===== config.mk =====
export PLATFORM = sky130hd
export DESIGN_NAME = hashed_timer_wheel
export DESIGN_NICKNAME = d
export VERILOG_FILES = /design/src/htw_pkg.sv /design/src/htw_ram.sv /design/src/htw_period.sv /design/src/hashed_timer_wheel.sv
export VERILOG_INCLUDE_DIRS = /design/src /design/src/src
export SDC_FILE = /design/constraint.sdc
export NUM_CORES = 2
export LEC_CHECK = 0
export BUFFER_PORTS_ARGS = -buffer_cell sky130_fd_sc_hd__clkbuf_2
export CORE_MARGIN = 2
export CORE_UTILIZATION = 50
export CTS_BUF_LIST = sky130_fd_sc_hd__clkbuf_2
export DETAILED_ROUTE_END_ITERATION = 10
export PLACE_DENSITY = 0.75
export SETUP_SLACK_MARGIN = 0.15
export SLEW_MARGIN = 20
export SYNTH_ARGS = -nofsm -noshare
export SYNTH_HDL_FRONTEND = slang
export SYNTH_HIERARCHICAL = 1
export SYNTH_SLANG_ARGS = --single-unit
export TNS_END_PERCENT = 30

===== constraint.sdc =====
create_clock -name aclk -period 23.1 [get_ports aclk]
set_clock_uncertainty 0.2 [all_clocks]
set_input_delay 2.31 -clock aclk [delete_from_list [all_inputs] [get_ports aclk]]
set_output_delay 2.31 -clock aclk [all_outputs]
set_load 0.01 [all_outputs]

===== src/hashed_timer_wheel_macros.svh =====
// assertion macros for the timer wheel top level
// no dependencies; included by the top level, the only file that carries assertions
`ifndef HASHED_TIMER_WHEEL_MACROS_SVH
`define HASHED_TIMER_WHEEL_MACROS_SVH

// same-cycle implication, disabled during reset
`define HTW_ASSERT_NOW(label, clk, rstn, ante, cons) \
    label: assert property (@(posedge clk) disable iff (!rstn) (ante) |-> (cons)) \
        else $error("timer wheel check failed");

// next-cycle implication, disabled during reset
`define HTW_ASSERT_NEXT(label, clk, rstn, ante, cons) \
    label: assert property (@(posedge clk) disable iff (!rstn) (ante) |=> (cons)) \
        else $error("timer wheel check failed");

`endif


===== src/htw_pkg.sv =====
// shared constants, codes and types for the hashed timer wheel
// no dependencies
package htw_pkg;

    localparam int SLOTS        = 64;   // power of two
    localparam int TICK_MSEC    = 10;
    localparam int TIMERS       = 64;
    localparam int MSEC_PER_SEC = 1000;

    localparam int SLOT_W   = $clog2(SLOTS);
    localparam int TIMER_W  = $clog2(TIMERS);
    localparam int LINK_W   = TIMER_W + 1;      // top bit marks end of list
    localparam int COUNT_W  = $clog2(TIMERS + 1);
    localparam int SEC_W    = 10;
    localparam int MSEC_W   = 10;
    localparam int PERIOD_W = 20;
    localparam int INFO_W   = 1 + 2 * SLOT_W;   // persistent, offset, home

    // reciprocal divide by the tick length, one correction step
    localparam int DIV_SHIFT = 23;
    localparam int DIV_MULT  = (1 << DIV_SHIFT) / TICK_MSEC;
    localparam int MULT_W    = $clog2(DIV_MULT + 1);

    localparam logic [LINK_W-1:0] NIL = LINK_W'(TIMERS);

    typedef enum logic [1:0] {
        MODE_ADD  = 2'd0,
        MODE_DEL  = 2'd1,
        MODE_TICK = 2'd2,
        MODE_NOP  = 2'd3
    } mode_t;

    typedef enum logic [1:0] {
        KIND_STATUS  = 2'd0,
        KIND_EXPIRED = 2'd1,
        KIND_EMPTY   = 2'd2,
        KIND_RSVD    = 2'd3
    } kind_t;

    typedef enum logic [1:0] {
        ST_OK         = 2'd0,
        ST_ON_WHEEL   = 2'd1,
        ST_BAD_PERIOD = 2'd2,
        ST_BAD_OPTION = 2'd3
    } status_t;

    localparam logic [1:0] OPT_ONESHOT    = 2'd0;
    localparam logic [1:0] OPT_PERSISTENT = 2'd1;

    // result of the period check
    typedef struct packed {
        logic              bad_period;
        logic [SLOT_W-1:0] offset;
    } period_chk_t;

endpackage


===== src/htw_ram.sv =====
// generic single-write, single-read ram with registered read data
// no dependencies
module htw_ram #(
    parameter int WIDTH = 8,
    parameter int DEPTH = 64
) (
    input  logic                     aclk,
    input  logic                     we,
    input  logic [$clog2(DEPTH)-1:0] waddr,
    input  logic [WIDTH-1:0]         wdata,
    input  logic [$clog2(DEPTH)-1:0] raddr,
    output logic [WIDTH-1:0]         rdata
);

    logic [WIDTH-1:0] mem [DEPTH];

    // write port and registered read port
    always_ff @(posedge aclk) begin
        if (we) begin
            mem[waddr] <= wdata;
        end
        rdata <= mem[raddr];
    end

endmodule


===== src/htw_period.sv =====
// two-stage period check: builds the period in ms, divides by the tick
// depends on htw_pkg; the result is combinational from the second-stage registers
module htw_period (
    input  logic                              aclk,
    input  logic [htw_pkg::SEC_W-1:0]         period_sec,
    input  logic [htw_pkg::MSEC_W-1:0]        period_msec,
    input  logic [htw_pkg::PERIOD_W-1:0]      max_period_ms,
    output htw_pkg::period_chk_t              chk
);

    localparam int PROD_W = htw_pkg::PERIOD_W + htw_pkg::MULT_W;

    logic [htw_pkg::PERIOD_W-1:0] period_reg;
    logic [htw_pkg::PERIOD_W-1:0] period2_reg;
    logic [htw_pkg::PERIOD_W-1:0] quot_reg;
    logic [PROD_W-1:0]            prod;
    logic [htw_pkg::PERIOD_W-1:0] rem;
    logic                         over;
    logic [htw_pkg::PERIOD_W-1:0] quot_fix;

    assign prod = PROD_W'(period_reg) * PROD_W'(htw_pkg::DIV_MULT);

    // stage one: seconds to ms; stage two: estimated quotient
    always_ff @(posedge aclk) begin
        period_reg  <= htw_pkg::PERIOD_W'(period_sec) *
                       htw_pkg::PERIOD_W'(htw_pkg::MSEC_PER_SEC) +
                       htw_pkg::PERIOD_W'(period_msec);
        period2_reg <= period_reg;
        quot_reg    <= htw_pkg::PERIOD_W'(prod >> htw_pkg::DIV_SHIFT);
    end

    // the estimate is low by at most one
    always_comb begin
        rem      = period2_reg - quot_reg * htw_pkg::PERIOD_W'(htw_pkg::TICK_MSEC);
        over     = (rem >= htw_pkg::PERIOD_W'(htw_pkg::TICK_MSEC));
        quot_fix = over ? quot_reg + 1'b1 : quot_reg;
        chk.bad_period = (period2_reg == '0) ||
                         (over ? (rem != htw_pkg::PERIOD_W'(htw_pkg::TICK_MSEC))
                               : (rem != '0)) ||
                         (period2_reg > max_period_ms);
        chk.offset = quot_fix[htw_pkg::SLOT_W-1:0];
    end

endmodule


===== src/hashed_timer_wheel.sv =====
// hashed timer wheel top level: sequencer, list memories, result register
// depends on htw_pkg, htw_ram, htw_period and hashed_timer_wheel_macros.svh
//
// Single-level timing wheel of 64 slots holding FIFO lists of 64 timers.
// One word is taken at a time. An add runs through the two-stage period
// check and then appends, with one more write state when the target slot
// already holds timers; a delete unlinks the timer when it is on the
// wheel; a tick walks the slot list, dropping each expired one-shot timer
// and re-appending each persistent one. A result waits until the output
// register is free. The list memories each have one read and one write
// port, and their read data is registered. Each
// result is held in an output register, so the next word is taken while
// a result waits. max_period_ms is written through the cfg port; the
// user must write it only while the block is idle, as the block itself
// does not enforce this.
`include "hashed_timer_wheel_macros.svh"

module hashed_timer_wheel (
    input  logic        aclk,
    input  logic        aresetn,
    // config write
    input  logic        cfg_valid,
    output logic        cfg_ready,
    input  logic [19:0] cfg_data,      // max_period_ms
    // command words
    input  logic        s_tvalid,
    output logic        s_tready,
    input  logic [31:0] s_tdata,       // timer_id, period_sec, period_msec, option
    input  logic [1:0]  s_tuser,       // mode
    // result words
    output logic        m_tvalid,
    input  logic        m_tready,
    output logic [15:0] m_tdata,       // status, expired_id, active_count
    output logic [1:0]  m_tuser,       // kind
    output logic        m_tlast
);

    localparam int SW = htw_pkg::SLOT_W;
    localparam int TW = htw_pkg::TIMER_W;
    localparam int LW = htw_pkg::LINK_W;
    localparam int CW = htw_pkg::COUNT_W;

    typedef enum logic [3:0] {
        S_IDLE, S_ADD_MUL, S_ADD_DIV, S_ADD_CHK, S_DEL_W,
        S_TK_HEAD, S_TK_PROC, S_APP_W1, S_APP_W2, S_EMIT
    } state_t;

    state_t state_reg, state_next;

    logic [1:0]                      mode_reg, mode_next;
    logic [TW-1:0]                   id_reg, id_next;
    logic [htw_pkg::SEC_W-1:0]       sec_reg, sec_next;
    logic [htw_pkg::MSEC_W-1:0]      msec_reg, msec_next;
    logic [1:0]                      opt_reg, opt_next;
    logic [htw_pkg::PERIOD_W-1:0]    maxp_reg, maxp_next;
    logic [SW-1:0]                   cur_reg, cur_next;
    logic [CW-1:0]                   count_reg, count_next;
    logic [htw_pkg::TIMERS-1:0]      on_wheel_reg, on_wheel_next;
    logic [htw_pkg::SLOTS-1:0]       hvld_reg, hvld_next;
    logic [SW-1:0]                   app_slot_reg, app_slot_next;
    logic [TW-1:0]                   app_id_reg, app_id_next;
    logic                            app_pers_reg, app_pers_next;
    logic [SW-1:0]                   app_off_reg, app_off_next;
    logic [TW-1:0]                   tail_reg, tail_next;
    logic [LW-1:0]                   walk_reg, walk_next;
    logic [LW-1:0]                   wnext_reg, wnext_next;
    logic [1:0]                      res_kind_reg, res_kind_next;
    logic [1:0]                      res_status_reg, res_status_next;
    logic [TW-1:0]                   res_id_reg, res_id_next;
    logic                            res_last_reg, res_last_next;
    logic                            m_valid_reg, m_valid_next;
    logic [15:0]                     m_data_reg, m_data_next;
    logic [1:0]                      m_user_reg, m_user_next;
    logic                            m_last_reg, m_last_next;

    // memory ports
    logic                     head_we, tail_we, next_we, prev_we, info_we;
    logic [SW-1:0]            head_waddr, head_raddr, tail_waddr, tail_raddr;
    logic [TW-1:0]            head_wdata, head_rdata, tail_wdata, tail_rdata;
    logic [TW-1:0]            next_waddr, next_raddr, prev_waddr, prev_raddr;
    logic [TW-1:0]            info_waddr, info_raddr;
    logic [LW-1:0]            next_wdata, next_rdata, prev_wdata, prev_rdata;
    logic [htw_pkg::INFO_W-1:0] info_wdata, info_rdata;

    htw_pkg::period_chk_t chk;

    logic              accept, out_free, app_done, had_tail;
    logic [TW-1:0]     s_id;
    logic [SW-1:0]     info_off, info_home, tk_slot;
    logic              info_pers;
    logic [LW-1:0]     dp, dn;

    assign s_id      = s_tdata[5:0];
    assign cfg_ready = 1'b1;
    assign s_tready  = (state_reg == S_IDLE);
    assign accept    = s_tvalid && s_tready;
    assign out_free  = !m_valid_reg || m_tready;

    assign info_pers = info_rdata[2*SW];
    assign info_off  = info_rdata[2*SW-1:SW];
    assign info_home = info_rdata[SW-1:0];

    assign m_tvalid = m_valid_reg;
    assign m_tdata  = m_data_reg;
    assign m_tuser  = m_user_reg;
    assign m_tlast  = m_last_reg;

    // list memories
    htw_ram #(.WIDTH(TW), .DEPTH(htw_pkg::SLOTS)) u_head (
        .aclk(aclk), .we(head_we), .waddr(head_waddr), .wdata(head_wdata),
        .raddr(head_raddr), .rdata(head_rdata));
    htw_ram #(.WIDTH(TW), .DEPTH(htw_pkg::SLOTS)) u_tail (
        .aclk(aclk), .we(tail_we), .waddr(tail_waddr), .wdata(tail_wdata),
        .raddr(tail_raddr), .rdata(tail_rdata));
    htw_ram #(.WIDTH(LW), .DEPTH(htw_pkg::TIMERS)) u_next (
        .aclk(aclk), .we(next_we), .waddr(next_waddr), .wdata(next_wdata),
        .raddr(next_raddr), .rdata(next_rdata));
    htw_ram #(.WIDTH(LW), .DEPTH(htw_pkg::TIMERS)) u_prev (
        .aclk(aclk), .we(prev_we), .waddr(prev_waddr), .wdata(prev_wdata),
        .raddr(prev_raddr), .rdata(prev_rdata));
    htw_ram #(.WIDTH(htw_pkg::INFO_W), .DEPTH(htw_pkg::TIMERS)) u_info (
        .aclk(aclk), .we(info_we), .waddr(info_waddr), .wdata(info_wdata),
        .raddr(info_raddr), .rdata(info_rdata));

    // period check pipeline
    htw_period u_period (
        .aclk(aclk), .period_sec(sec_reg), .period_msec(msec_reg),
        .max_period_ms(maxp_reg), .chk(chk));

    // sequencer
    always_comb begin
        state_next      = state_reg;
        mode_next       = mode_reg;
        id_next         = id_reg;
        sec_next        = sec_reg;
        msec_next       = msec_reg;
        opt_next        = opt_reg;
        maxp_next       = maxp_reg;
        cur_next        = cur_reg;
        count_next      = count_reg;
        on_wheel_next   = on_wheel_reg;
        hvld_next       = hvld_reg;
        app_slot_next   = app_slot_reg;
        app_id_next     = app_id_reg;
        app_pers_next   = app_pers_reg;
        app_off_next    = app_off_reg;
        tail_next       = tail_reg;
        walk_next       = walk_reg;
        wnext_next      = wnext_reg;
        res_kind_next   = res_kind_reg;
        res_status_next = res_status_reg;
        res_id_next     = res_id_reg;
        res_last_next   = res_last_reg;
        m_valid_next    = m_valid_reg;
        m_data_next     = m_data_reg;
        m_user_next     = m_user_reg;
        m_last_next     = m_last_reg;

        head_we = 1'b0; head_waddr = '0; head_wdata = '0; head_raddr = '0;
        tail_we = 1'b0; tail_waddr = '0; tail_wdata = '0; tail_raddr = '0;
        next_we = 1'b0; next_waddr = '0; next_wdata = '0; next_raddr = '0;
        prev_we = 1'b0; prev_waddr = '0; prev_wdata = '0; prev_raddr = '0;
        info_we = 1'b0; info_waddr = '0; info_wdata = '0; info_raddr = '0;

        app_done = 1'b0;
        had_tail = hvld_reg[app_slot_reg];
        tk_slot  = cur_reg + info_off;
        dp       = prev_rdata;
        dn       = next_rdata;

        // output register drains
        if (m_tready) begin
            m_valid_next = 1'b0;
        end

        if (cfg_valid && cfg_ready) begin
            maxp_next = cfg_data;
        end

        unique case (state_reg)
            S_IDLE: begin
                if (accept) begin
                    mode_next = s_tuser;
                    id_next   = s_id;
                    sec_next  = s_tdata[15:6];
                    msec_next = s_tdata[25:16];
                    opt_next  = s_tdata[27:26];
                    unique case (s_tuser)
                        htw_pkg::MODE_ADD: begin
                            state_next = S_ADD_MUL;
                        end
                        htw_pkg::MODE_DEL: begin
                            next_raddr = s_id;
                            prev_raddr = s_id;
                            info_raddr = s_id;
                            if (on_wheel_reg[s_id]) begin
                                state_next = S_DEL_W;
                            end else begin
                                res_kind_next   = htw_pkg::KIND_STATUS;
                                res_status_next = htw_pkg::ST_OK;
                                res_id_next     = '0;
                                res_last_next   = 1'b1;
                                state_next      = S_EMIT;
                            end
                        end
                        htw_pkg::MODE_TICK: begin
                            cur_next   = cur_reg + 1'b1;
                            head_raddr = cur_reg + 1'b1;
                            state_next = S_TK_HEAD;
                        end
                        default: begin
                            state_next = S_IDLE;
                        end
                    endcase
                end
            end

            S_ADD_MUL: state_next = S_ADD_DIV;
            S_ADD_DIV: state_next = S_ADD_CHK;

            // add checks in priority order, then start the append
            S_ADD_CHK: begin
                res_kind_next = htw_pkg::KIND_STATUS;
                res_id_next   = '0;
                res_last_next = 1'b1;
                if (on_wheel_reg[id_reg]) begin
                    res_status_next = htw_pkg::ST_ON_WHEEL;
                    state_next      = S_EMIT;
                end else if (chk.bad_period) begin
                    res_status_next = htw_pkg::ST_BAD_PERIOD;
                    state_next      = S_EMIT;
                end else if (opt_reg != htw_pkg::OPT_ONESHOT &&
                             opt_reg != htw_pkg::OPT_PERSISTENT) begin
                    res_status_next = htw_pkg::ST_BAD_OPTION;
                    state_next      = S_EMIT;
                end else begin
                    res_status_next = htw_pkg::ST_OK;
                    app_slot_next   = cur_reg + chk.offset;
                    app_id_next     = id_reg;
                    app_pers_next   = (opt_reg == htw_pkg::OPT_PERSISTENT);
                    app_off_next    = chk.offset;
                    tail_raddr      = cur_reg + chk.offset;
                    state_next      = S_APP_W1;
                end
            end

            // unlink: neighbors' links, head and tail of the home slot
            S_DEL_W: begin
                if (dp != htw_pkg::NIL) begin
                    next_we    = 1'b1;
                    next_waddr = dp[TW-1:0];
                    next_wdata = dn;
                end else if (dn != htw_pkg::NIL) begin
                    head_we              = 1'b1;
                    head_waddr           = info_home;
                    head_wdata           = dn[TW-1:0];
                    hvld_next[info_home] = 1'b1;
                end else begin
                    hvld_next[info_home] = 1'b0;
                end
                if (dn != htw_pkg::NIL) begin
                    prev_we    = 1'b1;
                    prev_waddr = dn[TW-1:0];
                    prev_wdata = dp;
                end else if (dp != htw_pkg::NIL) begin
                    tail_we    = 1'b1;
                    tail_waddr = info_home;
                    tail_wdata = dp[TW-1:0];
                end
                on_wheel_next[id_reg] = 1'b0;
                count_next            = count_reg - 1'b1;
                res_kind_next         = htw_pkg::KIND_STATUS;
                res_status_next       = htw_pkg::ST_OK;
                res_id_next           = '0;
                res_last_next         = 1'b1;
                state_next            = S_EMIT;
            end

            // detach the slot list and fetch its first timer
            S_TK_HEAD: begin
                hvld_next[cur_reg] = 1'b0;
                if (hvld_reg[cur_reg]) begin
                    walk_next  = {1'b0, head_rdata};
                    next_raddr = head_rdata;
                    info_raddr = head_rdata;
                    state_next = S_TK_PROC;
                end else begin
                    res_kind_next   = htw_pkg::KIND_EMPTY;
                    res_status_next = htw_pkg::ST_OK;
                    res_id_next     = '0;
                    res_last_next   = 1'b1;
                    state_next      = S_EMIT;
                end
            end

            // expire one timer: re-append or drop it
            S_TK_PROC: begin
                wnext_next      = next_rdata;
                res_kind_next   = htw_pkg::KIND_EXPIRED;
                res_status_next = htw_pkg::ST_OK;
                res_id_next     = walk_reg[TW-1:0];
                res_last_next   = (next_rdata == htw_pkg::NIL);
                if (info_pers) begin
                    app_slot_next = tk_slot;
                    app_id_next   = walk_reg[TW-1:0];
                    app_pers_next = 1'b1;
                    app_off_next  = info_off;
                    tail_raddr    = tk_slot;
                    state_next    = S_APP_W1;
                end else begin
                    on_wheel_next[walk_reg[TW-1:0]] = 1'b0;
                    count_next = count_reg - 1'b1;
                    state_next = S_EMIT;
                end
            end

            // append: own links, info, tail, head when the slot is empty
            S_APP_W1: begin
                next_we    = 1'b1;
                next_waddr = app_id_reg;
                next_wdata = htw_pkg::NIL;
                prev_we    = 1'b1;
                prev_waddr = app_id_reg;
                prev_wdata = had_tail ? {1'b0, tail_rdata} : htw_pkg::NIL;
                info_we    = 1'b1;
                info_waddr = app_id_reg;
                info_wdata = {app_pers_reg, app_off_reg, app_slot_reg};
                tail_we    = 1'b1;
                tail_waddr = app_slot_reg;
                tail_wdata = app_id_reg;
                tail_next  = tail_rdata;
                if (had_tail) begin
                    state_next = S_APP_W2;
                end else begin
                    head_we                 = 1'b1;
                    head_waddr              = app_slot_reg;
                    head_wdata              = app_id_reg;
                    hvld_next[app_slot_reg] = 1'b1;
                    app_done                = 1'b1;
                end
            end

            // link the old tail to the new timer
            S_APP_W2: begin
                next_we    = 1'b1;
                next_waddr = tail_reg;
                next_wdata = {1'b0, app_id_reg};
                app_done   = 1'b1;
            end

            // hand the result to the output register
            S_EMIT: begin
                if (out_free) begin
                    m_valid_next = 1'b1;
                    m_data_next  = {1'b0, count_reg, res_id_reg, res_status_reg};
                    m_user_next  = res_kind_reg;
                    m_last_next  = res_last_reg;
                    if (res_last_reg) begin
                        state_next = S_IDLE;
                    end else begin
                        walk_next  = wnext_reg;
                        next_raddr = wnext_reg[TW-1:0];
                        info_raddr = wnext_reg[TW-1:0];
                        state_next = S_TK_PROC;
                    end
                end
            end

            default: state_next = S_IDLE;
        endcase

        // append finished: an add also puts the timer on the wheel
        if (app_done) begin
            if (mode_reg == htw_pkg::MODE_ADD) begin
                on_wheel_next[app_id_reg] = 1'b1;
                count_next = count_reg + 1'b1;
            end
            state_next = S_EMIT;
        end
    end

    // state and registered outputs
    always_ff @(posedge aclk) begin
        if (!aresetn) begin
            state_reg    <= S_IDLE;
            maxp_reg     <= htw_pkg::PERIOD_W'(640);
            cur_reg      <= '0;
            count_reg    <= '0;
            on_wheel_reg <= '0;
            hvld_reg     <= '0;
            m_valid_reg  <= 1'b0;
        end else begin
            state_reg    <= state_next;
            maxp_reg     <= maxp_next;
            cur_reg      <= cur_next;
            count_reg    <= count_next;
            on_wheel_reg <= on_wheel_next;
            hvld_reg     <= hvld_next;
            m_valid_reg  <= m_valid_next;
        end
        mode_reg       <= mode_next;
        id_reg         <= id_next;
        sec_reg        <= sec_next;
        msec_reg       <= msec_next;
        opt_reg        <= opt_next;
        app_slot_reg   <= app_slot_next;
        app_id_reg     <= app_id_next;
        app_pers_reg   <= app_pers_next;
        app_off_reg    <= app_off_next;
        tail_reg       <= tail_next;
        walk_reg       <= walk_next;
        wnext_reg      <= wnext_next;
        res_kind_reg   <= res_kind_next;
        res_status_reg <= res_status_next;
        res_id_reg     <= res_id_next;
        res_last_reg   <= res_last_next;
        m_data_reg     <= m_data_next;
        m_user_reg     <= m_user_next;
        m_last_reg     <= m_last_next;
    end

    // checks
    `HTW_ASSERT_NOW(a_count_matches, aclk, aresetn, 1'b1,
        count_reg == CW'($countones(on_wheel_reg)))
    `HTW_ASSERT_NOW(a_count_bound, aclk, aresetn, 1'b1,
        count_reg <= CW'(htw_pkg::TIMERS))
    `HTW_ASSERT_NEXT(a_tick_advances, aclk, aresetn,
        accept && s_tuser == htw_pkg::MODE_TICK,
        cur_reg == SW'($past(cur_reg) + 1'b1))

endmodule


# == Word-level counts from Yosys, hierarchy flattened ==
# Memory sizes are Yosys's and may differ from the RTL's. A register that Yosys moved wholly into a read port is not among the register bits.
# Cells that the tools add are included.
# op_classes
addsub,8
n_mul,3
div_mod_pow,0
n_lt_le_gt_ge,15
eq_ne,35
n_shift,0
n_mux,153
bitwise,13
n_reduce_logical,37
# op_table
operator,n
$mux W64,6
$mux W6,44
$and A64 B64 Y64,4
$not A64 Y64,4
$or A64 B64 Y64,3
$pmux W64 S3,1
$pmux W64 S2,1
$pmux W6 S2,10
$lt A6 B7 Y1 const B,7
$mux W7,6
$mux W4,10
$pmux W4 S10,1
$mul A20 B18 Y38 const B,1
$mux W1,38
$demux W1 S6,6
$ge A6 B1 Y1 const B,6
$pmux W6 S3,2
$pmux W7 S2,2
$bmux W1 S6,4
$ne A2 B2 Y1 const B,12
$pmux W6 S4,1
$pmux W7 S3,1
$add A20 B10 Y20,1
$ge A20 B4 Y1 const B,1
43 further kinds,92
# word_totals
ff_bits,319
latch_bits,0
mem_bits_rw,2496
mem_bits_ro,0
inputBits,59
word_cells,299
n_memories,5
# memory_table
memory,depth,width,rd,rd_ports_with_merged_regs,write_ports,line_no,rtl
u_info.mem,64,13,1,1,1,htw_ram.sv:15,logic [WIDTH-1:0] mem [DEPTH];
u_next.mem,64,7,1,1,1,htw_ram.sv:15,
u_prev.mem,64,7,1,1,1,htw_ram.sv:15,
u_head.mem,64,6,1,1,1,htw_ram.sv:15,
u_tail.mem,64,6,1,1,1,htw_ram.sv:15,

# == Longest topological paths before layout ==
# depth
depth_word,11
mapped_depth,36

# == Cells and area by module ==
# The synthesis kept the hierarchy.
# by_module_without_submodules
module,instances,cells_each,area_each_um2
htw_ram (u_next ...),2,827,17635.7
htw_ram (u_info),1,1402,32347.3
hashed_timer_wheel,1,2046,16854.9
htw_ram (u_tail),1,720,15225.9
htw_ram (u_head),1,729,15205.8
htw_period,1,1246,11727.5

# == Worst setup path before layout ==
# No wires, ideal clock.
# synth_timing
path_type,flip-flop to flip-flop
from,reg u_period/quot_reg[3] in the netlist's numbering
to,"reg u_tail.rdata[4], read port of u_tail.mem"
arrival_time_ns,7.113
t_required_ns,22.783
setup_slack_ns,15.670
path_stages_with_launch,36
n_path_buf,2
path_cell_list,dfxtp_1 ha_1 ha_1 fa_1 a21o_1 a21oi_1 o21bai_1 a21oi_1 o21bai_1 a211oi_1 o21bai_1 a21oi_1 xor2_1 ha_1 nor4bb_1 nor3_1 a21oi_1 nand4_1 or4_1 or4_1 buf_2 xor2_1 ha_1 fa_1 a21oi_1 nor2_1 nor2_1 xnor2_1 nand2_1 o21ai_0 buf_2 or3b_2 o22a_1 o221ai_1 nor3_1 o22a_1
# synth_lines
item,line_no,rtl
"start, declared",htw_period.sv:15,logic [htw_pkg::PERIOD_W-1:0] quot_reg;
"start signal, assigned",htw_period.sv:29,quot_reg <= htw_pkg::PERIOD_W'(prod >> htw_pkg::DIV_SHIFT);
"end, declared",htw_ram.sv:12,output logic [WIDTH-1:0] rdata

==> out/metrics.cfg <==
[floorplan]
pin_count=81
dieArea_um2=257000
fp.dieH_um=507
floorplan.initialDensity_pct=50.3
floorplan.core_area_um2=252000
placement_rows=184
chipWidth_um=507

[global_routing]
globalRouteMet1Util_pct=32.9
grt_most_used_layer=met2
grt_util_met3_pct=5.71
global_route.usage.met2_pct=38.2
grt_pass1_vias=76500
grt_pass1_wl_um=478000
grt_start_max_net_pins=134
overflow=0
antenna_found_initial=21
global_route.usage.total_pct=24.6

[routing]
drt_drc_violations_left=0
first_pass_iters=8
via_count=75500
detail_route.wirelength_um=320000
post_route_antenna_net_violation_count=0
detailedRoute.firstIterationViolations=9388
drt-vias-per-instance=6.19
routed_len_inst_um=26.2

[sta]
setup_tns_after_final_layout_ps=0
grt_setup_unrepaired=false
slew-limit-headroom_pct=23.2
max_clock_freq_mhz=104
min_period_ps=9590
timing.final.hold_violations=0
tightest_slew_ps=1150
final.period_utilization_pct=41.5
finalMaxSlewViolations=0
final_number_of_setup_violating_endpoints=0

[synth]
yosysTopAreaCell=sky130_fd_sc_hd__edfxtp_1
synthDominantCellAreaShare_pct=61.5
ys_types=94
ys.flop_type=sky130_fd_sc_hd__edfxtp_1
yosysWarnings=6
synth-edff-count=2592
synth_area_per_cell_um2=16.2
synth-async-reset-ratio_pct=0
synth.ff_latch_count=2854
synth.top_cells.by_area=sky130_fd_sc_hd__edfxtp_1 61%, sky130_fd_sc_hd__mux4_2 12%, sky130_fd_sc_hd__dfxtp_1 4.1%, sky130_fd_sc_hd__ha_1 2.8%, sky130_fd_sc_hd__fa_1 2.5%
ys_seq_area_share_pct=65.6
postSynthCellCount=7797
syn-cell-area_um2=127000
synthesis.nets=8301

[clock_network]
post-cts-setup-buffers=0
cts_resized=0
tritoncts_num_sinks=2854
numCtsBuffers=682
cts.htree.levels=6
holdBufCountCts=10
clkTransAtPathRegs_ps=130
clock_latency_late_sink_ps=2130
clk_path_buf_depth=4
clock-root-buffer=sky130_fd_sc_hd__clkbuf_2
clock_tree_from_tritoncts=built

[setup_path]
cp_data_arrival_time_ps=11320
critPathTopFamily=compound AO/OA/AOI/OAI gates
worst_endpoint_required_time_ps=24840
critical_path.most_common_cell=sky130_fd_sc_hd__a21oi_1
cp_buf_inv_count=2
timing.setup.critical_path_class=flip-flop to flip-flop
critical-path-slowest-cell=sky130_fd_sc_hd__o21ai_0
endpoint_kind=flip-flop
worst_setup_start_kind=flip-flop
crit_path_max_incr_delay_ps=920
cp_max_fo=51

[placed_design]
io_buffers=74
post-place-cells=11000
gp_congestion=0.956
hpwl_um=202000

[job]
maxCapViolCount=0

[layout]
registers.top_by_ff_count=u_info/mem
largest_registers=u_info/mem (832), u_next/mem (448), u_prev/mem (448)
final_layout_size_suffix_gt1_share_pct=24.0
final_net_count=8822
layoutNonFillerInstCount=12200
layout.filler_cells=19600
synthToLayoutAreaGrowth_pct=8.51
number_of_flip_flops_under_the_largest_register_name=832

[pwr]
total_power_mw=21.5
static-leakage-power_nw=42.5
power.density_nw_per_um2=157
irDropWorstVdd_mv=0.987

[min_path]
holdCritPathClass=flip-flop to flip-flop

[outcome]
result_of_the_run=finished clean

==> stage by stage <==
step                      cell area (um^2)  setup WS (ps)  util [%]  hold WS, ps
after floorplan                     127000          15670         -          123
after global placement              131000          13780      52.0          129
after detailed placement            131000          13710      52.0          129
after CTS                           137000          13620      54.6         12.0
after global routing                137000          12790      54.6         20.4
final                               137000          13510      54.6          135
==> cells in the final DEF, fill, tap and decap left out, drive strengths merged, types with 60 or more instances in the layout <==
master	n
clkbuf	1042
nor3	86
edfxtp	2592
fa	161
nor2b	83
mux2i	162
mux4	663
o22ai	60
clkinv	205
nand3	181
inv	362
buf	181
nand2	364
nor2	547
o221ai	96
a21oi	350
o21ai	163
ha	284
a211oi	67
dfxtp	262
o211ai	65
==> final timing paths <==
path	endpoint	cells past startpoint	start	slack, ps
setup / recovery	u_tail/rdata[0]$_DFF_P_	29	u_period/quot_reg[3]$_DFF_P_	13510
hold / removal	u_period/period_reg[2]$_DFF_P_	0	msec_reg[2]$_DFFE_PP_	130
setup reg to reg	u_tail/rdata[0]$_DFF_P_	29	u_period/quot_reg[3]$_DFF_P_	13510
hold reg to reg	u_period/period_reg[2]$_DFF_P_	0	msec_reg[2]$_DFFE_PP_	130
==> power breakdown <==
part	internal, mW	total, mW	leakage (nW)	switching, mW
combinational	5.10	12.1	14.6	7.03
clock	1.26	3.30	4.71	2.04
sequential	5.90	6.11	23.2	0.202
==> logic make-up after synthesis <==
logic type,share of synthesized area (%)
compound gates,6.34
xor+xnor,0.578
fa+ha+maj,5.35
buf+inv,2.75
flops,65.6
mux,13.4
other cells,0.00593
simple gates,5.97
==> cell usage after synthesis, drive strengths merged, types with 37 or more instances <==
cell	n
dfxtp	262
mux4	663
mux2i	162
nand2b	53
nand2	364
nand3b	50
a21o	44
o21ai	163
edfxtp	2592
nor3	86
xnor2	53
o31ai	45
o211ai	65
nor2b	83
a22oi	50
ha	284
inv	340
a21oi	350
o221ai	96
nand3	181
nor2	547
o22ai	60
and2	37
clkbuf	230
buf	198
a211oi	67
fa	161
==> layer usage <==
metal,share of wire (%),vias to the layer above
li1,-,32300
met1,38,38000
met2,47,4392
met3,10,856
met4,4.9,18
met5,0.037,-
==> layout make-up <==
type,instances,area [um^2],share of cell area [%]
diodes,17,42.5,0.0310
clock buffers,968,4840,3.53
clock inverters,240,1490,1.08
inverters,342,1290,0.938
multi-input cells,4173,40600,29.5
flip-flops and latches,2854,83100,60.5
well taps,3348,4190,3.05
repair buffers,265,1870,1.36
Power figures use the tool's default switching activity.
